==> config.mk <==
export PLATFORM = sky130hd
export DESIGN_NAME = step_rate_generator_with_endstop_core_flat
export DESIGN_NICKNAME = d
export VERILOG_FILES = /design/src/sv/srg_pkg.sv /design/src/sv/srg_if.sv /design/src/sv/step_rate_generator_with_endstop_core.sv /design/src/flat_wrapper.sv
export VERILOG_INCLUDE_DIRS = /design/src /design/src/sv
export SDC_FILE = /design/constraint.sdc
export NUM_CORES = 1
export LEC_CHECK = 0
export BUFFER_PORTS_ARGS = -buffer_cell sky130_fd_sc_hd__buf_2
export CAP_MARGIN = 20
export CORE_MARGIN = 1.5
export CORE_UTILIZATION = 62
export DETAILED_ROUTE_END_ITERATION = 10
export PLACE_DENSITY_LB_ADDON = 0.12
export SETUP_SLACK_MARGIN = 0.1
export SLEW_MARGIN = 20
export SYNTH_ARGS = -nofsm -noshare
export SYNTH_HDL_FRONTEND = slang
export SYNTH_SLANG_ARGS = --single-unit
==> constraint.sdc <==
create_clock -name clock -period 7 [get_ports clock]
set_input_delay 0.7 -clock clock [delete_from_list [all_inputs] [get_ports clock]]
set_output_delay 0.7 -clock clock [all_outputs]
set_load 0.01 [all_outputs]
==> src/sv/assert_macros.svh <==
// ----------------------------------------------------------------------------
// Assertion macros
// Shared concurrent assertion wrappers for the RTL folder.
// ----------------------------------------------------------------------------
`ifndef ASSERT_MACROS_SVH
`define ASSERT_MACROS_SVH

// checked only outside reset
`define SRG_ASSERT(name, prop, msg) \
   name: assert property (@(posedge clock) disable iff (reset) prop) else $error(msg);

// checked on every edge, reset included
`define SRG_ASSERT_ALWAYS(name, prop, msg) \
   name: assert property (@(posedge clock) prop) else $error(msg);

`endif

==> src/sv/srg_pkg.sv <==
// ----------------------------------------------------------------------------
// srg_pkg
// Types, codes and prescaler constants of the step rate generator.
// ----------------------------------------------------------------------------
package srg_pkg;

   localparam longint unsigned CLOCK_HZ       = 16000000;
   localparam int              NUM_PRESCALERS = 5;
   localparam int              NUM_PS_MAX     = 5;
   localparam longint unsigned US_PER_S       = 1000000;

   // field widths
   localparam int RATE_W   = 17;
   localparam int SPM_W    = 12;
   localparam int PW_W     = 8;
   localparam int TICKS_W  = 16;
   localparam int DIR_W    = 2;
   localparam int CODE_W   = 3;
   localparam int CMP_W    = 8;
   localparam int REASON_W = 2;

   // divider datapath
   localparam int QUO_W = 30;     // 1e9 fits in 30 bits
   localparam int DIV_W = 29;     // rate times steps per mm fits in 29 bits
   localparam logic [QUO_W-1:0]  DIVIDEND = QUO_W'(1000000000);
   localparam logic [RATE_W-1:0] RATE_MAX = RATE_W'(100000);
   localparam int MAX_COUNT = 255;

   // opcodes
   localparam logic OP_SET_RATE = 1'b0;
   localparam logic OP_COMPARE  = 1'b1;

   // stop reasons
   localparam logic [REASON_W-1:0] STOP_NONE    = 2'd0;
   localparam logic [REASON_W-1:0] STOP_ENDSTOP = 2'd1;
   localparam logic [REASON_W-1:0] STOP_EMSTOP  = 2'd2;

   localparam logic [DIR_W-1:0]  DIR_NONE  = 2'd0;
   localparam logic [CODE_W-1:0] CODE_STOP = 3'd0;

   // register indexes
   localparam logic [1:0] REG_STEP_SCALE   = 2'd0;
   localparam logic [1:0] REG_PULSE_WIDTH  = 2'd1;
   localparam logic [1:0] REG_ENDSTOP_TICK = 2'd2;
   localparam logic [1:0] REG_BACK_AWAY    = 2'd3;
   localparam int         CSR_ADDR_W       = 4;

   // prescalers, fastest first
   localparam longint unsigned PS_DIV [NUM_PS_MAX] = '{32, 64, 128, 256, 1024};
   localparam logic [CODE_W-1:0] PS_CODE [NUM_PS_MAX] =
      '{3'd3, 3'd4, 3'd5, 3'd6, 3'd7};
   localparam longint unsigned PS_INC [NUM_PS_MAX] = '{
      US_PER_S / (CLOCK_HZ / PS_DIV[0]),
      US_PER_S / (CLOCK_HZ / PS_DIV[1]),
      US_PER_S / (CLOCK_HZ / PS_DIV[2]),
      US_PER_S / (CLOCK_HZ / PS_DIV[3]),
      US_PER_S / (CLOCK_HZ / PS_DIV[4])};
   localparam longint unsigned PS_LIMIT [NUM_PS_MAX] = '{
      PS_INC[0] * MAX_COUNT, PS_INC[1] * MAX_COUNT, PS_INC[2] * MAX_COUNT,
      PS_INC[3] * MAX_COUNT, PS_INC[4] * MAX_COUNT};

endpackage

==> src/sv/srg_if.sv <==
// ----------------------------------------------------------------------------
// srg_req_if / srg_rsp_if
// Valid/ready channels for request and response words.
// ----------------------------------------------------------------------------
interface srg_req_if import srg_pkg::*; ();
   logic                valid;
   logic                ready;
   logic                op;
   logic [RATE_W-1:0]   rate_um_per_s;
   logic                endstop_high;
   logic                stop_pressed;
   logic [DIR_W-1:0]    direction;

   modport source (output valid, op, rate_um_per_s, endstop_high, stop_pressed,
                   direction, input ready);
   modport sink   (input valid, op, rate_um_per_s, endstop_high, stop_pressed,
                   direction, output ready);
endinterface

interface srg_rsp_if import srg_pkg::*; ();
   logic                valid;
   logic                ready;
   logic                step_pulse;
   logic                running;
   logic [CODE_W-1:0]   prescaler_code;
   logic [CMP_W-1:0]    compare_value;
   logic [REASON_W-1:0] stop_reason;
   logic                rate_ok;

   modport source (output valid, step_pulse, running, prescaler_code,
                   compare_value, stop_reason, rate_ok, input ready);
   modport sink   (input valid, step_pulse, running, prescaler_code,
                   compare_value, stop_reason, rate_ok, output ready);
endinterface

==> src/sv/step_rate_generator_with_endstop_core.sv <==
// ----------------------------------------------------------------------------
// step_rate_generator_with_endstop_core
// Feed rate to prescaler/compare conversion with endstop debounce and e-stop.
// ----------------------------------------------------------------------------
//  channel | dir | handshake           | word
//  req     | in  | valid/ready         | op, rate, endstop, e-stop, direction
//  rsp     | out | valid/ready         | pulse, running, code, compare, reason
//  csr     | in  | APB, pready tied 1  | four config registers
//
//  compare event or zero rate: straight to ST_FINISH, which registers the response.
//  set rate: ST_MUL for the 4-bit-digit multiply, ST_DIV for the radix-2 divide
//  of 1e9, ST_SEL for the prescaler select, ST_SCALE for the compare-count
//  divide, ST_FINISH to load the response.
//  One word in flight; a new word is taken while the response still waits.
//  Reset is synchronous; config registers return to their defaults.
// ----------------------------------------------------------------------------
`include "assert_macros.svh"

module step_rate_generator_with_endstop_core import srg_pkg::*; (
   input  logic                  clock,
   input  logic                  reset,
   srg_req_if.sink               req,
   srg_rsp_if.source             rsp,
   input  logic                  csr_psel,
   input  logic                  csr_penable,
   input  logic                  csr_pwrite,
   input  logic [CSR_ADDR_W-1:0] csr_paddr,
   input  logic [31:0]           csr_pwdata,
   output logic [31:0]           csr_prdata,
   output logic                  csr_pready
);

   typedef enum logic [2:0] {
      ST_IDLE, ST_MUL, ST_DIV, ST_SEL, ST_SCALE, ST_FINISH
   } state_type;

   state_type            state_ff, state_in;

   // config
   logic [SPM_W-1:0]     spm_ff, spm_in;
   logic [PW_W-1:0]      pw_ff, pw_in;
   logic [TICKS_W-1:0]   ticks_ff, ticks_in;
   logic                 allow_ff, allow_in;

   // architectural state
   logic                 run_ff, run_in;
   logic [CODE_W-1:0]    clksel_ff, clksel_in;
   logic [CMP_W-1:0]     cmp_ff, cmp_in;
   logic [REASON_W-1:0]  reason_ff, reason_in;
   logic [TICKS_W-1:0]   es_run_ff, es_run_in;
   logic [DIR_W-1:0]     ldir_ff, ldir_in;

   // datapath
   logic [RATE_W-1:0]    rate_ff, rate_in;
   logic [SPM_W-1:0]     spm_sh_ff, spm_sh_in;
   logic [DIV_W-1:0]     acc_ff, acc_in;     // product, then divisor
   logic [DIV_W-1:0]     rem_ff, rem_in;
   logic [QUO_W-1:0]     quo_ff, quo_in;
   logic [4:0]           cnt_ff, cnt_in;
   logic [CODE_W-1:0]    code_ff, code_in;
   logic                 pulse_ff, pulse_in;
   logic                 ok_ff, ok_in;

   // response register
   logic                 rsp_valid_ff, rsp_valid_in;
   logic                 o_pulse_ff, o_pulse_in;
   logic                 o_run_ff, o_run_in;
   logic [CODE_W-1:0]    o_code_ff, o_code_in;
   logic [CMP_W-1:0]     o_cmp_ff, o_cmp_in;
   logic [REASON_W-1:0]  o_reason_ff, o_reason_in;
   logic                 o_ok_ff, o_ok_in;

   logic                 csr_wr;

   assign csr_wr     = csr_psel && csr_penable && csr_pwrite;
   assign csr_pready = 1'b1;
   assign req.ready  = (state_ff == ST_IDLE);

   assign rsp.valid          = rsp_valid_ff;
   assign rsp.step_pulse     = o_pulse_ff;
   assign rsp.running        = o_run_ff;
   assign rsp.prescaler_code = o_code_ff;
   assign rsp.compare_value  = o_cmp_ff;
   assign rsp.stop_reason    = o_reason_ff;
   assign rsp.rate_ok        = o_ok_ff;

   always_comb begin
      csr_prdata = '0;
      case (csr_paddr[3:2])
         REG_STEP_SCALE:   csr_prdata = {20'b0, spm_ff};
         REG_PULSE_WIDTH:  csr_prdata = {24'b0, pw_ff};
         REG_ENDSTOP_TICK: csr_prdata = {16'b0, ticks_ff};
         REG_BACK_AWAY:    csr_prdata = {31'b0, allow_ff};
         default:          csr_prdata = '0;
      endcase
   end

   always_comb begin
      logic [RATE_W-1:0]  rate_sat;
      logic [20:0]        pp;
      logic [QUO_W-1:0]   trial;
      logic [QUO_W-1:0]   diff;
      logic               ge;
      logic [DIV_W-1:0]   rem_step;
      logic [QUO_W-1:0]   quo_step;
      logic [QUO_W-1:0]   delay;
      logic               found;
      logic [CODE_W-1:0]  fcode;
      logic [DIV_W-1:0]   finc;
      logic [TICKS_W-1:0] es_cnt;
      logic [DIR_W-1:0]   ldir;
      logic               es_stop;

      state_in     = state_ff;
      spm_in       = spm_ff;
      pw_in        = pw_ff;
      ticks_in     = ticks_ff;
      allow_in     = allow_ff;
      run_in       = run_ff;
      clksel_in    = clksel_ff;
      cmp_in       = cmp_ff;
      reason_in    = reason_ff;
      es_run_in    = es_run_ff;
      ldir_in      = ldir_ff;
      rate_in      = rate_ff;
      spm_sh_in    = spm_sh_ff;
      acc_in       = acc_ff;
      rem_in       = rem_ff;
      quo_in       = quo_ff;
      cnt_in       = cnt_ff;
      code_in      = code_ff;
      pulse_in     = pulse_ff;
      ok_in        = ok_ff;
      rsp_valid_in = rsp_valid_ff && !rsp.ready;
      o_pulse_in   = o_pulse_ff;
      o_run_in     = o_run_ff;
      o_code_in    = o_code_ff;
      o_cmp_in     = o_cmp_ff;
      o_reason_in  = o_reason_ff;
      o_ok_in      = o_ok_ff;

      rate_sat = (req.rate_um_per_s > RATE_MAX) ? RATE_MAX : req.rate_um_per_s;

      // 4-bit digit of the step scale, top digit first
      pp = 21'(rate_ff) * 21'(spm_sh_ff[SPM_W-1 -: 4]);

      // one restoring divide step; the shifted remainder needs all 30 bits
      trial    = {rem_ff, quo_ff[QUO_W-1]};
      diff     = trial - {1'b0, acc_ff};
      ge       = (trial >= {1'b0, acc_ff});
      rem_step = ge ? diff[DIV_W-1:0] : trial[DIV_W-1:0];
      quo_step = {quo_ff[QUO_W-2:0], ge};

      delay = quo_ff - QUO_W'(pw_ff);
      found = 1'b0;
      fcode = CODE_STOP;
      finc  = '0;
      for (int i = 0; i < NUM_PS_MAX; i++) begin
         if (!found && i < NUM_PRESCALERS && PS_INC[i] != 0 &&
             {34'b0, delay} <= PS_LIMIT[i]) begin
            found = 1'b1;
            fcode = PS_CODE[i];
            finc  = DIV_W'(PS_INC[i]);
         end
      end

      // endstop debounce
      if (req.endstop_high) begin
         es_cnt = (es_run_ff != '1) ? es_run_ff + TICKS_W'(1) : es_run_ff;
      end else begin
         es_cnt = '0;
      end
      ldir    = (ldir_ff == DIR_NONE) ? req.direction : ldir_ff;
      es_stop = 1'b0;

      case (state_ff)
         ST_IDLE: begin
            if (req.valid) begin
               state_in = ST_FINISH;
               pulse_in = 1'b0;
               ok_in    = 1'b0;
               if (req.op == OP_SET_RATE) begin
                  if (rate_sat == '0) begin
                     run_in    = 1'b0;
                     clksel_in = CODE_STOP;
                     ok_in     = 1'b1;
                  end else begin
                     rate_in   = rate_sat;
                     spm_sh_in = spm_ff;
                     acc_in    = '0;
                     cnt_in    = 5'd2;
                     state_in  = ST_MUL;
                  end
               end else if (run_ff) begin
                  if (es_cnt >= ticks_ff) begin
                     es_run_in = '0;
                     ldir_in   = ldir;
                     if (!allow_ff || req.direction == ldir) begin
                        es_stop   = 1'b1;
                        run_in    = 1'b0;
                        clksel_in = CODE_STOP;
                        reason_in = STOP_ENDSTOP;
                     end
                  end else begin
                     es_run_in = es_cnt;
                     ldir_in   = DIR_NONE;
                  end
                  if (!es_stop) begin
                     if (req.stop_pressed) begin
                        run_in    = 1'b0;
                        clksel_in = CODE_STOP;
                        reason_in = STOP_EMSTOP;
                     end else begin
                        pulse_in = 1'b1;
                     end
                  end
               end
            end
         end
         ST_MUL: begin
            acc_in    = {acc_ff[DIV_W-5:0], 4'b0} + DIV_W'(pp);
            spm_sh_in = {spm_sh_ff[SPM_W-5:0], 4'b0};
            cnt_in    = cnt_ff - 5'd1;
            if (cnt_ff == '0) begin
               if (acc_in == '0) begin
                  run_in    = 1'b0;
                  clksel_in = CODE_STOP;
                  state_in  = ST_FINISH;
               end else begin
                  rem_in   = '0;
                  quo_in   = DIVIDEND;
                  cnt_in   = 5'(QUO_W - 1);
                  state_in = ST_DIV;
               end
            end
         end
         ST_DIV, ST_SCALE: begin
            rem_in = rem_step;
            quo_in = quo_step;
            cnt_in = cnt_ff - 5'd1;
            if (cnt_ff == '0) begin
               if (state_ff == ST_DIV) begin
                  state_in = ST_SEL;
               end else begin
                  run_in    = 1'b1;
                  clksel_in = code_ff;
                  cmp_in    = quo_step[CMP_W-1:0];
                  ok_in     = 1'b1;
                  state_in  = ST_FINISH;
               end
            end
         end
         ST_SEL: begin
            // quotient < pulse width, delay below the fastest tick, or no fit
            if (quo_ff < QUO_W'(pw_ff) || {34'b0, delay} < PS_INC[0] || !found) begin
               run_in    = 1'b0;
               clksel_in = CODE_STOP;
               state_in  = ST_FINISH;
            end else begin
               // quotient < 256, so only the low 8 bits need stepping
               code_in  = fcode;
               acc_in   = finc;
               rem_in   = DIV_W'(delay[QUO_W-1:CMP_W]);
               quo_in   = {delay[CMP_W-1:0], {(QUO_W-CMP_W){1'b0}}};
               cnt_in   = 5'(CMP_W - 1);
               state_in = ST_SCALE;
            end
         end
         ST_FINISH: begin
            if (!rsp_valid_ff || rsp.ready) begin
               rsp_valid_in = 1'b1;
               o_pulse_in   = pulse_ff;
               o_run_in     = run_ff;
               o_code_in    = clksel_ff;
               o_cmp_in     = cmp_ff;
               o_reason_in  = reason_ff;
               o_ok_in      = ok_ff;
               state_in     = ST_IDLE;
            end
         end
         default: state_in = ST_IDLE;
      endcase

      if (csr_wr) begin
         case (csr_paddr[3:2])
            REG_STEP_SCALE:   spm_in   = csr_pwdata[SPM_W-1:0];
            REG_PULSE_WIDTH:  pw_in    = csr_pwdata[PW_W-1:0];
            REG_ENDSTOP_TICK: ticks_in = csr_pwdata[TICKS_W-1:0];
            REG_BACK_AWAY:    allow_in = csr_pwdata[0];
            default:          spm_in   = spm_ff;
         endcase
      end
   end

   always_ff @(posedge clock) begin
      if (reset) begin
         state_ff     <= ST_IDLE;
         spm_ff       <= SPM_W'(400);
         pw_ff        <= PW_W'(2);
         ticks_ff     <= TICKS_W'(4);
         allow_ff     <= 1'b1;
         run_ff       <= 1'b0;
         clksel_ff    <= CODE_STOP;
         cmp_ff       <= '0;
         reason_ff    <= STOP_NONE;
         es_run_ff    <= '0;
         ldir_ff      <= DIR_NONE;
         rsp_valid_ff <= 1'b0;
      end else begin
         state_ff     <= state_in;
         spm_ff       <= spm_in;
         pw_ff        <= pw_in;
         ticks_ff     <= ticks_in;
         allow_ff     <= allow_in;
         run_ff       <= run_in;
         clksel_ff    <= clksel_in;
         cmp_ff       <= cmp_in;
         reason_ff    <= reason_in;
         es_run_ff    <= es_run_in;
         ldir_ff      <= ldir_in;
         rsp_valid_ff <= rsp_valid_in;
      end
      rate_ff     <= rate_in;
      spm_sh_ff   <= spm_sh_in;
      acc_ff      <= acc_in;
      rem_ff      <= rem_in;
      quo_ff      <= quo_in;
      cnt_ff      <= cnt_in;
      code_ff     <= code_in;
      pulse_ff    <= pulse_in;
      ok_ff       <= ok_in;
      o_pulse_ff  <= o_pulse_in;
      o_run_ff    <= o_run_in;
      o_code_ff   <= o_code_in;
      o_cmp_ff    <= o_cmp_in;
      o_reason_ff <= o_reason_in;
      o_ok_ff     <= o_ok_in;
   end

   `SRG_ASSERT(a_run_has_code, run_ff == (clksel_ff != CODE_STOP), "run and code disagree")
   `SRG_ASSERT(a_div_nonzero, (state_ff == ST_DIV || state_ff == ST_SCALE) |-> (acc_ff != '0), "zero divisor")
   `SRG_ASSERT(a_pulse_running, (rsp_valid_ff && o_pulse_ff) |-> (o_run_ff && !o_ok_ff), "bad pulse word")
   `SRG_ASSERT_ALWAYS(a_reset_idle, $past(reset) |-> (state_ff == ST_IDLE && !rsp_valid_ff), "not idle after reset")

endmodule
==> src/flat_wrapper.sv <==
// flat-port wrapper written by rule: the top's interface ports become plain ports
module step_rate_generator_with_endstop_core_flat import srg_pkg::*;
  (clock, reset, csr_psel, csr_penable, csr_pwrite, csr_paddr, csr_pwdata, csr_prdata, csr_pready, req_valid, req_op, req_rate_um_per_s, req_endstop_high, req_stop_pressed, req_direction, req_ready, rsp_valid, rsp_step_pulse, rsp_running, rsp_prescaler_code, rsp_compare_value, rsp_stop_reason, rsp_rate_ok, rsp_ready);
  srg_req_if req_i ();
  srg_rsp_if rsp_i ();
  input  logic clock;
  input  logic reset;
  input  logic csr_psel;
  input  logic csr_penable;
  input  logic csr_pwrite;
  input  logic [CSR_ADDR_W-1:0] csr_paddr;
  input  logic [31:0] csr_pwdata;
  output logic [31:0] csr_prdata;
  output logic csr_pready;
  input wire logic [$bits(req_i.valid)-1:0] req_valid;
  input wire logic [$bits(req_i.op)-1:0] req_op;
  input wire logic [$bits(req_i.rate_um_per_s)-1:0] req_rate_um_per_s;
  input wire logic [$bits(req_i.endstop_high)-1:0] req_endstop_high;
  input wire logic [$bits(req_i.stop_pressed)-1:0] req_stop_pressed;
  input wire logic [$bits(req_i.direction)-1:0] req_direction;
  output wire logic [$bits(req_i.ready)-1:0] req_ready;
  output wire logic [$bits(rsp_i.valid)-1:0] rsp_valid;
  output wire logic [$bits(rsp_i.step_pulse)-1:0] rsp_step_pulse;
  output wire logic [$bits(rsp_i.running)-1:0] rsp_running;
  output wire logic [$bits(rsp_i.prescaler_code)-1:0] rsp_prescaler_code;
  output wire logic [$bits(rsp_i.compare_value)-1:0] rsp_compare_value;
  output wire logic [$bits(rsp_i.stop_reason)-1:0] rsp_stop_reason;
  output wire logic [$bits(rsp_i.rate_ok)-1:0] rsp_rate_ok;
  input wire logic [$bits(rsp_i.ready)-1:0] rsp_ready;
  assign req_i.valid = req_valid;
  assign req_i.op = req_op;
  assign req_i.rate_um_per_s = req_rate_um_per_s;
  assign req_i.endstop_high = req_endstop_high;
  assign req_i.stop_pressed = req_stop_pressed;
  assign req_i.direction = req_direction;
  assign req_ready = req_i.ready;
  assign rsp_valid = rsp_i.valid;
  assign rsp_step_pulse = rsp_i.step_pulse;
  assign rsp_running = rsp_i.running;
  assign rsp_prescaler_code = rsp_i.prescaler_code;
  assign rsp_compare_value = rsp_i.compare_value;
  assign rsp_stop_reason = rsp_i.stop_reason;
  assign rsp_rate_ok = rsp_i.rate_ok;
  assign rsp_i.ready = rsp_ready;
  step_rate_generator_with_endstop_core u_core (.clock(clock), .reset(reset), .req(req_i), .rsp(rsp_i), .csr_psel(csr_psel), .csr_penable(csr_penable), .csr_pwrite(csr_pwrite), .csr_paddr(csr_paddr), .csr_pwdata(csr_pwdata), .csr_prdata(csr_prdata), .csr_pready(csr_pready));
endmodule
Yosys cells after proc, flatten, opt, wreduce, memory -nomap -nowiden
Index checks and enable logic that the tools add are counted.
{"block": "op_classes", "n_lt_le_gt_ge": 10, "n_eq_ne": 23, "addsub": 5, "n_bitwise": 5, "mux": 101, "shifts": 0, "div_mod_pow": 0, "n_reduce_logical": 52, "n_mul": 1}
{"cell": "29-bit 2-to-1 mux", "n": 12}
{"cell": "29-bit one-hot mux with 3 select lines", "n": 2}
{"cell": "32-bit one-hot mux with 4 select lines", "n": 1}
{"cell": "30-bit 2-to-1 mux", "n": 3}
{"cell": "30-bit one-hot mux with 3 select lines", "n": 1}
{"cell": "3-bit 2-to-1 mux", "n": 21}
{"cell": "16-bit 2-to-1 mux", "n": 3}
{"cell": "12-bit 2-to-1 mux", "n": 3}
{"cell": "1-bit 2-to-1 mux", "n": 32}
{"cell": "30-bit by 29-bit greater-or-equal comparator with 1-bit output", "n": 1}
{"cell": "30-bit by 10-bit <= comparator with 1-bit output, second input constant", "n": 1}
{"cell": "30-bit by 11-bit <= comparator with 1-bit output, second input constant", "n": 1}
{"cell": "30-bit by 12-bit <= comparator with 1-bit output, second input constant", "n": 1}
{"cell": "30-bit by 14-bit <= comparator with 1-bit output, second input constant", "n": 1}
{"cell": "30-bit by 9-bit <= comparator with 1-bit output, second input constant", "n": 1}
{"cell": "30-bit by 2-bit less-than comparator with 1-bit output, second input constant", "n": 1}
{"cell": "30-bit by 8-bit less-than comparator with 1-bit output", "n": 1}
{"cell": "5-bit 2-to-1 mux", "n": 6}
{"cell": "30-bit by 8-bit subtractor with 30-bit output", "n": 1}
{"cell": "29-bit by 21-bit adder with 29-bit output", "n": 1}
{"cell": "29-bit logical NOT", "n": 1}
{"cell": "29-bit subtractor", "n": 1}
{"cell": "12-bit one-hot mux with 2 select lines", "n": 1}
{"cell": "4-bit AND reduction", "n": 6}
{"cell": "41 further kinds", "n": 94}
{"block": "totals", "out_inout_bits": 51, "rom_bits": 0, "latchBits": 0, "regBits": 216, "input_bits": 65, "mem_count": 0, "ram_bits": 0, "wordCells": 226}

Logic depth before layout (Yosys ltp)
Gate-level depths: netlist of the first run.
{"block": "depth", "depth_word": 19, "ltp_mapped": 20, "ltp_nobuf": 19}

Worst setup path after synthesis of the first run
OpenSTA, ideal clock, no wires.
{"block": "synth_path", "path_kind": "register to register", "from": "register u_core.spm_sh_ff[11]", "to": "register u_core.quo_ff[0], enable pin", "n_path_buf": 1, "synth_period_minus_slack_ns": 6.481, "slack_ns": 0.519, "t_required_ns": 6.584, "path_stages_with_launch": 19, "setup_ns": 0.416, "arrival_ns": 6.065, "path_cell_list": "edfxtp_1 clkbuf_1 and2_1 fa_1 fa_1 inv_1 fa_1 inv_1 fa_1 a211o_1 a211o_1 a221oi_2 nor3_1 or4b_1 nand2_1 nor4_4 nand4b_4 and2_1 a211o_1"}
{"block": "synth_between", "elab_chain_len": 5}
{"item": "start: declaration", "line": "step_rate_generator_with_endstop_core.sv:55", "text": "logic [SPM_W-1:0] spm_sh_ff, spm_sh_in;"}
{"item": "start signal: assignment", "line": "step_rate_generator_with_endstop_core.sv:324", "text": "spm_sh_ff <= spm_sh_in;"}
{"item": "17-bit by 4-bit multiplier with 21-bit output", "line": "step_rate_generator_with_endstop_core.sv:145", "text": "pp = 21'(rate_ff) * 21'(spm_sh_ff[SPM_W-1 -: 4]);"}
{"item": "29-bit by 21-bit adder with 29-bit output", "line": "step_rate_generator_with_endstop_core.sv:221", "text": "acc_in = {acc_ff[DIV_W-5:0], 4'b0} + DIV_W'(pp);"}
{"item": "29-bit logical NOT", "line": "step_rate_generator_with_endstop_core.sv:225", "text": "if (acc_in == '0) begin"}
{"item": "2-bit != test (no line)"}
{"item": "4-bit AND reduction (no line)"}
{"item": "end signal: assignment", "line": "step_rate_generator_with_endstop_core.sv:327", "text": "quo_ff <= quo_in;"}
{"item": "end: declaration", "line": "step_rate_generator_with_endstop_core.sv:58", "text": "logic [QUO_W-1:0] quo_ff, quo_in;"}
Every way passes these cells.
A chain may end at the register's enable or synchronous reset.

Worst setup path after layout of the first run
{"block": "layout_path", "from": "register u_core.spm_sh_ff[11]", "to": "register u_core.quo_ff[1], enable pin"}
The elaborated chain is that of the path after synthesis.

==> impl_metrics.toml, run 1 <==
[synthesis]
ys_warn_count = 0
synth_ff_type = "edfxtp_1"
synth_edf_count = 143
synth_seq_area_share = 0.3674
synthAdderAreaFrac = 0.1291
synth_mux_area_frac = 0.02133
synth_area_um2 = 15660
synth_top_family_by_area = "simple AND/OR/NAND/NOR gates"
synth.cells.most_frequent = "202 x nand2_1, 159 x nor2_1, 143 x edfxtp_1"
synthSimpleGateAreaFrac = 0.2233
ys_seq_elements = 216
yosysMostFrequentCell = "nand2_1"
synth_cell_types = 85
async_reset_ff_frac = 0
netlist_instances = 1758
syn_area_per_cell_um2 = 8.910
synth_top_cell_by_area = "edfxtp_1"
synth_top_area_share = 0.2741
synth_compound_area_frac = 0.1544
synthXorXnorAreaFrac = 0.04529
ys_top_cells_by_area = "edfxtp_1 27%, dfxtp_1 9.3%, ha_1 6.7%"

[clock_network]
cts.path.max_buffers = 3
ctsHoldBuffers = 0
clk_latency_ns = 0.52
h-tree-depth = 1
post-cts-setup-buffers = 0
cts.clk_slew.worst_paths_ns = 0.06
cts_buffers = 25
clock-sinks = 216
root_buffer = "clkbuf_16"
cts_tree = "done"
ctsResizeCount = 0

[floorplan]
die_h_um = 161.9
rows = 57
die-width_um = 161.9
initial_core_util = 0.6385
core-area_um2 = 24530
die_area_um2 = 26230
io_pins = 116

[drt]
vias = 13030
dr.first_iter.drc_count = 1075
firstDrtPassIters = 6
postRouteAntennaNets = 0
drc = 0
wl_per_cell_um = 18.01
routed_via_density = 6.062
wirelength_um = 38710

[setup_path]
path_cells = "and2_1, fa_1, fa_1, inv_1, fa_1, inv_1, fa_1, a211o_1, a211o_1, a221oi_2, xor2_1, and3_1, nand4_2, nor4_4, nand4b_4, and2_1, a211o_2, buf_12"
end_kind = "register"
worstSetupPathType = "register to register"
required_ns = 7.22
crit_path_max_fanout = 59
max_stage_delay_ns = 0.60
startpoint_type = "register"
crit_path_top_delay_cell = "edfxtp_1"
critPathMostFrequentCell = "fa_1"
crit_arrival_ns = 6.50

[placed_design]
gp_congestion = 0.9223
dp_cells = 2102
hpwlAfterDp_um = 28150
portBuffers = 80

[min_path]
hp-class = "input port to register"

[global_route]
grt_pass1_wl_um = 62130
antenna_found_initial = 3
grt_usage = 0.2936
globalRouteOverflowTotal = 0
grt_max_degree = 74
grt_pass1_vias = 12570

[timing]
finClkSkew_ns = 0.01164
tightest_slew_ns = 1.046
rsz0062_at_grt = "no"
period_needed_ns = 6.277
fmax_ghz = 0.1593
hold_violations = 0
finalCritPeriodShare = 0.8967
finalSetupViolCount = 0
final_max_slew_viol_count = 0
setup_tns_ns = 0
slew-limit-headroom = 0.3020

[final_layout]
synthToLayoutAreaGrowth_pct = 9.122
nNetsFinal = 2002
drive_gt1_frac = 0.09325
fin_cells = 2149
fill_cells = 1963

[run]
drv_cap = 0

[outcome]
status = "complete, no violations"
-- placed cells by master, fill, tap and decap left out, types with 15 or more instances in the layout --
cell type | synthesis | layout
clkbuf_16 | 0 | 26
fa_1 | 48 | 48
nor3_1 | 45 | 44
conb_1 | 2 | 17
ha_1 | 84 | 84
edfxtp_1 | 143 | 143
o22ai_1 | 15 | 15
xnor2_1 | 43 | 43
a21o_1 | 28 | 28
nand2_1 | 202 | 201
inv_1 | 137 | 137
a22oi_1 | 18 | 18
dfxtp_1 | 73 | 73
nor4_1 | 16 | 16
nor2_1 | 159 | 157
a21oi_1 | 109 | 109
nor2b_1 | 24 | 23
mux2i_1 | 30 | 30
nand3_1 | 40 | 40
a31oi_1 | 15 | 15
and2_1 | 101 | 100
o21ai_0 | 57 | 57
nand2b_1 | 17 | 17
buf_2 | 5 | 80
nand4_1 | 16 | 16
and3_1 | 19 | 19
xor2_1 | 38 | 38
-- logic make-up (layout without fill, tap and decap cells) --
logic type	count (synthesis)	count (layout)
AO/OA/AOI/OAI	368	368
XOR/XNOR	81	81
adder cells (fa/ha/maj)	133	133
buffers and inverters	226	276
flip-flops	216	216
multiplexers	32	32
other	2	19
AND/OR/NAND/NOR	700	700
-- through the flow --
step                hold WS [ns]  worst slack (ns)    util  cell area [um^2]
global route              0.3942            0.4270  0.6965             17090
detailed placement        0.4061            0.8615  0.6623             16250
finish                    0.4124            0.7232  0.6967             17090
floorplan                 0.4003            0.5190       -             15720
CTS                       0.3941            0.8005  0.6963             17080
global placement          0.4072            0.9053  0.6620             16240
-- routing by layer --
layer  GRT usage  wire length, um
met1      0.3747            16450
met2      0.5090            18660
met3     0.04009             2276
met4      0.1097             1309
met5           0                7
-- area by class of cell --
class	count	area (um^2)	area share
diodes	2	5.005	0.0002928
well taps	324	405.4	0.02372
repair buffers	93	510.5	0.02987
multi-input cells	1331	9064	0.5303
clock inverters	15	138.9	0.008125
inverters	138	518.0	0.03031
flip-flops and latches	216	5756	0.3367
clock buffers	30	695.7	0.04070
-- critical path: cells and delay by family, from the launching register on --
| family | cells | cell delay, ns |
|---|---|---|
| compound gates | 4 | 1.41 |
| xor+xnor | 1 | 0.23 |
| fa+ha+maj | 4 | 2.03 |
| buf+inv | 3 | 0.33 |
| flops | 1 | 0.60 |
| simple gates | 6 | 1.31 |
-- worst paths after layout --
check | start | endpoint | slack, ns | cells past startpoint
hold / removal | req_rate_um_per_s[16] | u_core.rate_ff[16] | 0.41 | 1
setup reg to reg | u_core.spm_sh_ff[11] | u_core.quo_ff[1] | 0.72 | 18
hold reg to reg | u_core.cmp_ff[7] | u_core.rsp.compare_value[7] | 0.42 | 0
setup / recovery | u_core.spm_sh_ff[11] | u_core.quo_ff[1] | 0.72 | 18
-- sequential cells by signal, summed over array words and instances, names as in the netlist, 5 cells and up --
name / count
u_core.quo_ff: 30
u_core.acc_ff: 29
u_core.rem_ff: 29
u_core.rate_ff: 17
u_core.es_run_ff: 16
u_core.ticks_ff: 16
u_core.spm_ff: 12
u_core.spm_sh_ff: 12
u_core.cmp_ff: 8
u_core.pw_ff: 8
u_core.rsp.compare_value: 8
u_core.cnt_ff: 5
Power of run 1 is not shown: default switching activity piles up to over one toggle a cycle in this logic, so the estimate is an artifact.
==> run 2, diff against run 1 <==
Settings changed: CELL_PAD_IN_SITES_DETAIL_PLACEMENT set to 1, CELL_PAD_IN_SITES_GLOBAL_PLACEMENT set to 1, CORE_UTILIZATION 62 to 48.
==> run 2 against run 1 <==
- design area is 0.97% higher
- count of clock-buffer cells in the layout is 16 higher
- die area is 29% higher
- global-route usage is 2.5 points lower
- via count shrank 0.28%
- clock skew rose by 0.0024 ns
- sequential share of layout area decreased by 0.32 points
- flip-flop and latch count stayed put
- non-clock buffer count increased by 1
- worst setup slack worse by 0.11 ns
- register-to-register slack worse by 0.11 ns
- critical path type unchanged
==> impl_metrics.toml, run 2 (synthesized netlist as in run 1, its figures left out) <==
[outcome]
status = "complete, no violations"

[floorplan]
die-width_um = 183.6
io_pins = 116
die_area_um2 = 33730
initial_core_util = 0.4926
die_h_um = 183.6
rows = 65
core-area_um2 = 31800

[setup_path]
required_ns = 7.24
crit_path_top_delay_cell = "edfxtp_1"
path_buf_inv = 3
max_stage_delay_ns = 0.61
critPathMostFrequentCell = "fa_1"
crit_cells = 18
cp_top_family = "adder cells"
end_kind = "register"
startpoint_type = "register"
crit_path_max_fanout = 59
path_cells = "and2_1, fa_1, fa_1, inv_1, fa_1, inv_1, fa_1, a211o_1, a211o_1, a221oi_2, xor2_1, and3_1, nand4_2, nor4_4, nand4b_4, and2_1, a211o_2, buf_12"
crit_arrival_ns = 6.63
worstSetupPathType = "register to register"
reg2reg_depth = 18

[global_route]
antenna_found_initial = 3
grt_pass1_wl_um = 71840
grt_usage = 0.2682
grt_pass1_vias = 13430
globalRouteOverflowTotal = 0
grt_max_degree = 74

[clock_network]
root_buffer = "clkbuf_16"
cts_tree = "done"
post-cts-setup-buffers = 0
ctsResizeCount = 0
cts_buffers = 27
ctsHoldBuffers = 0
cts.clk_slew.worst_paths_ns = 0.05
h-tree-depth = 1
clock-sinks = 216
clk_latency_ns = 0.54
cts.path.max_buffers = 3

[timing]
whs_ns = 0.4035
finalCritPeriodShare = 0.9123
fmax_ghz = 0.1566
finalSetupViolCount = 0
finClkSkew_ns = 0.01402
tightest_slew_ns = 1.026
worst_slack_ns = 0.6140
slew-limit-headroom = 0.3143
hold_violations = 0
period_needed_ns = 6.386
rsz0062_at_grt = "no"
setup_tns_ns = 0
final_max_slew_viol_count = 0

[final_layout]
largest_register_ffs = 30
final_cell_mix = "202 x nand2_1, 157 x nor2_1, 143 x edfxtp_1"
drive_gt1_frac = 0.09190
top_regs = "u_core.quo_ff x30, u_core.acc_ff x29, u_core.rem_ff x29"
final_cell_area_um2 = 17260
synthToLayoutAreaGrowth_pct = 10.18
layout_commonest_cell = "nand2_1"
largest_register = "u_core.quo_ff"
nNetsFinal = 2005

[placed_design]
hpwlAfterDp_um = 33700
portBuffers = 80
gp_congestion = 0.8977
dp_worst_setup_slack_ns = 0.7057
place_area_um2 = 16400

[run]
drv_cap = 0

[drt]
wirelength_um = 45330
routed_via_density = 5.738
vias = 12990
postRouteAntennaNets = 0
drc = 0
wl_per_cell_um = 20.02
dr.first_iter.drc_count = 682
firstDrtPassIters = 4

[min_path]
hp-class = "input port to register"
hold_depth = 1
[run 2: cell types whose count changed in the layout (fill, tap and decap cells not counted), moves of 2 or more]
cell	delta
bufinv_16	-2
clkinv_2	-3
clkbuf_8	+3
clkbuf_16	+2
clkinvlp_4	-3
clkbuf_1	+9
clkbuf_4	+2
clkinv_1	-3
[run 2: path summary, 6_finish.rpt]
kind,from,end,slack [ns]
setup / recovery,u_core.spm_sh_ff[11],u_core.quo_ff[3],0.61
hold / removal,req_rate_um_per_s[15],u_core.rate_ff[15],0.40
setup reg to reg,u_core.spm_sh_ff[11],u_core.quo_ff[3],0.61
hold reg to reg,u_core.cmp_ff[7],u_core.rsp.compare_value[7],0.43
[run 2: stage by stage]
step	instances	util
floorplan	1773	-
global placement	2214	0.5156
detailed placement	2214	0.5156
CTS	2263	0.5424
global route	2263	0.5426
finish	2264	0.5427
[run 2: final cells by class]
| type | count | area [um^2] |
|---|---|---|
| clock buffers | 46 | 835.8 |
| diodes | 1 | 2.502 |
| well taps | 435 | 544.3 |
| flip-flops and latches | 216 | 5756 |
| clock inverters | 3 | 16.27 |
| repair buffers | 94 | 518.0 |
| fillers | 3733 | 14540 |
| inverters | 138 | 518.0 |
| multi-input cells | 1331 | 9067 |
[run 2: routing by layer]
metal  share of wire  up-vias  global-route usage
met5         0.00060        -                   0
met2            0.49      256              0.4632
li1                -     6263                   -
met1            0.44     6378              0.3496
met3           0.038       90             0.03170
met4           0.032        4             0.08721
Power of run 2 is left out for the same reason.
==> run 3, diff against run 2 <==
Settings changed: CORE_UTILIZATION 48 to 30, GPL_TIMING_DRIVEN set to 0.
==> run 3 against run 2 <==
- routed wire length increased by 10%
- non-clock buffer count up 75
- highest routed layer is now met4
- cell count increased by 14%
==> impl_metrics.toml, run 3 (synthesized netlist as in run 1, its figures left out) <==
[outcome]
status = "complete, no violations"

[timing]
final_max_slew_viol_count = 0
period_needed_ns = 6.526
slew-limit-headroom = 0.3013
setup_tns_ns = 0
finalCritPeriodShare = 0.9322
whs_ns = 0.3672
tightest_slew_ns = 1.048
rsz0062_at_grt = "no"
finalSetupViolCount = 0
finClkSkew_ns = 0.01750
hold_violations = 0
fmax_ghz = 0.1532

[final_layout]
layout_commonest_cell = "nand2_1"
multiInputGateArea_um2 = 9092
final_cell_area_um2 = 18040
top_regs = "u_core.quo_ff x30, u_core.acc_ff x29, u_core.rem_ff x29"
largest_register = "u_core.quo_ff"
synthToLayoutAreaGrowth_pct = 15.17
final-seq-area_um2 = 5756
fill_cells = 6101
drive_gt1_frac = 0.09696
largest_register_ffs = 30
nNetsFinal = 2082
final_cell_mix = "202 x nand2_1, 157 x nor2_1, 143 x edfxtp_1"
fin_cells = 2589

[drt]
dr.first_iter.drc_count = 613
routed_via_density = 5.027
postRouteAntennaNets = 0
firstDrtPassIters = 5
wirelength_um = 49850
vias = 13020
wl_per_cell_um = 19.25
drc = 0

[setup_path]
startpoint_type = "register"
max_stage_delay_ns = 0.54
required_ns = 7.30
worstSetupPathType = "register to register"
cp_top_family = "adder cells"
path_cells = "clkbuf_2, and2_1, fa_1, fa_1, inv_1, fa_1, inv_1, fa_1, a211o_1, a211o_1, a221oi_2, xor2_1, and3_1, nand4_2, nor4_4, nand4b_4, and2_1, a211o_4, buf_16"
critPathMostFrequentCell = "fa_1"
crit_arrival_ns = 6.82
crit_path_max_fanout = 45
end_kind = "register"
crit_path_top_delay_cell = "fa_1"
path_buf_inv = 4

[clock_network]
h-tree-depth = 1
cts_buffers = 29
ctsHoldBuffers = 0
root_buffer = "clkbuf_16"
clock-sinks = 216
clk_latency_ns = 0.59
cts_tree = "done"
cts.clk_slew.worst_paths_ns = 0.06
cts.path.max_buffers = 3

[placed_design]
gp_congestion = 0.8451
dp_cells = 2533
place_area_um2 = 17050
portBuffers = 76
hpwlAfterDp_um = 39360

[floorplan]
die-width_um = 231.5
initial_core_util = 0.3041
rows = 83
die_area_um2 = 53590
die_h_um = 231.5
core-area_um2 = 51510
io_pins = 116

[global_route]
grt_max_degree = 46
antenna_found_initial = 1
grt_usage = 0.1852
globalRouteOverflowTotal = 0
grt_pass1_wl_um = 77810
grt_pass1_vias = 13610

[min_path]
hp-class = "input port to register"

[run]
drv_cap = 0
==> run 3: cell count changes in the layout (fill, tap and decap cells not counted), sizes merged <==
cell,previous run,this run
clkbuf,46,93
buf,94,109
clkinv,3,15
bufinv,0,4
inv,138,140
==> run 3: what timing repair did <==
action / 4_1_cts / 5_1_grt
setup endpoints to repair: 0 / 59
resized for setup: 0 / 8
setup buffers: 0 / 1
==> run 3: routing by layer <==
layer  vias up  track usage  wire length [um]
met5         -            0                 0
met4         0      0.04453              1136
met3        57      0.02264              1310
met2       161       0.3203             24090
met1      6360       0.2442             23310
li1       6438            -                 -
==> run 3: path summary, 6_finish.rpt <==
check,from,end,slack (ns),cells after the start
worst max-delay path,u_core.spm_sh_ff[11],u_core.quo_ff[16],0.47,19
worst max register to register,u_core.spm_sh_ff[11],u_core.quo_ff[16],0.47,19
worst min-delay path,csr_pwdata[13],u_core.ticks_ff[13],0.37,3
worst min register to register,u_core.pulse_ff,u_core.rsp.step_pulse,0.43,0
==> run 3: area by class of cell <==
cell class | instances | share of cell area
Antenna cell | 1 | 0.0001387
Buffer | 88 | 0.02240
Clock buffer | 33 | 0.04106
Clock inverter | 21 | 0.01248
Inverter | 138 | 0.02871
Multi-Input combinational cell | 1331 | 0.5040
Sequential cell | 216 | 0.3190
Tap cell | 680 | 0.04716
Timing Repair Buffer | 81 | 0.02497
==> run 3: worst reg2reg max path, stage by stage, from the launching register on <==
cell and delay (ns):
edfxtp_1 0.45, clkbuf_2 0.24, and2_1 0.21, fa_1 0.51
fa_1 0.55, inv_1 0.05, fa_1 0.49, inv_1 0.07
fa_1 0.49, a211o_1 0.33, a211o_1 0.36, a221oi_2 0.40
xor2_1 0.24, and3_1 0.20, nand4_2 0.14, nor4_4 0.22
nand4b_4 0.28, and2_1 0.27, a211o_4 0.46, buf_16 0.25
==> run 3: through the flow <==
stage	utilization	setup slack, ns
after floorplan	-	0.5190
after global placement	0.3291	-1.085
after detailed placement	0.3311	0.2158
after CTS	0.3498	0.1477
after global routing	0.3502	0.1273
final	0.3502	0.4744
Power of run 3 is left out for the same reason.
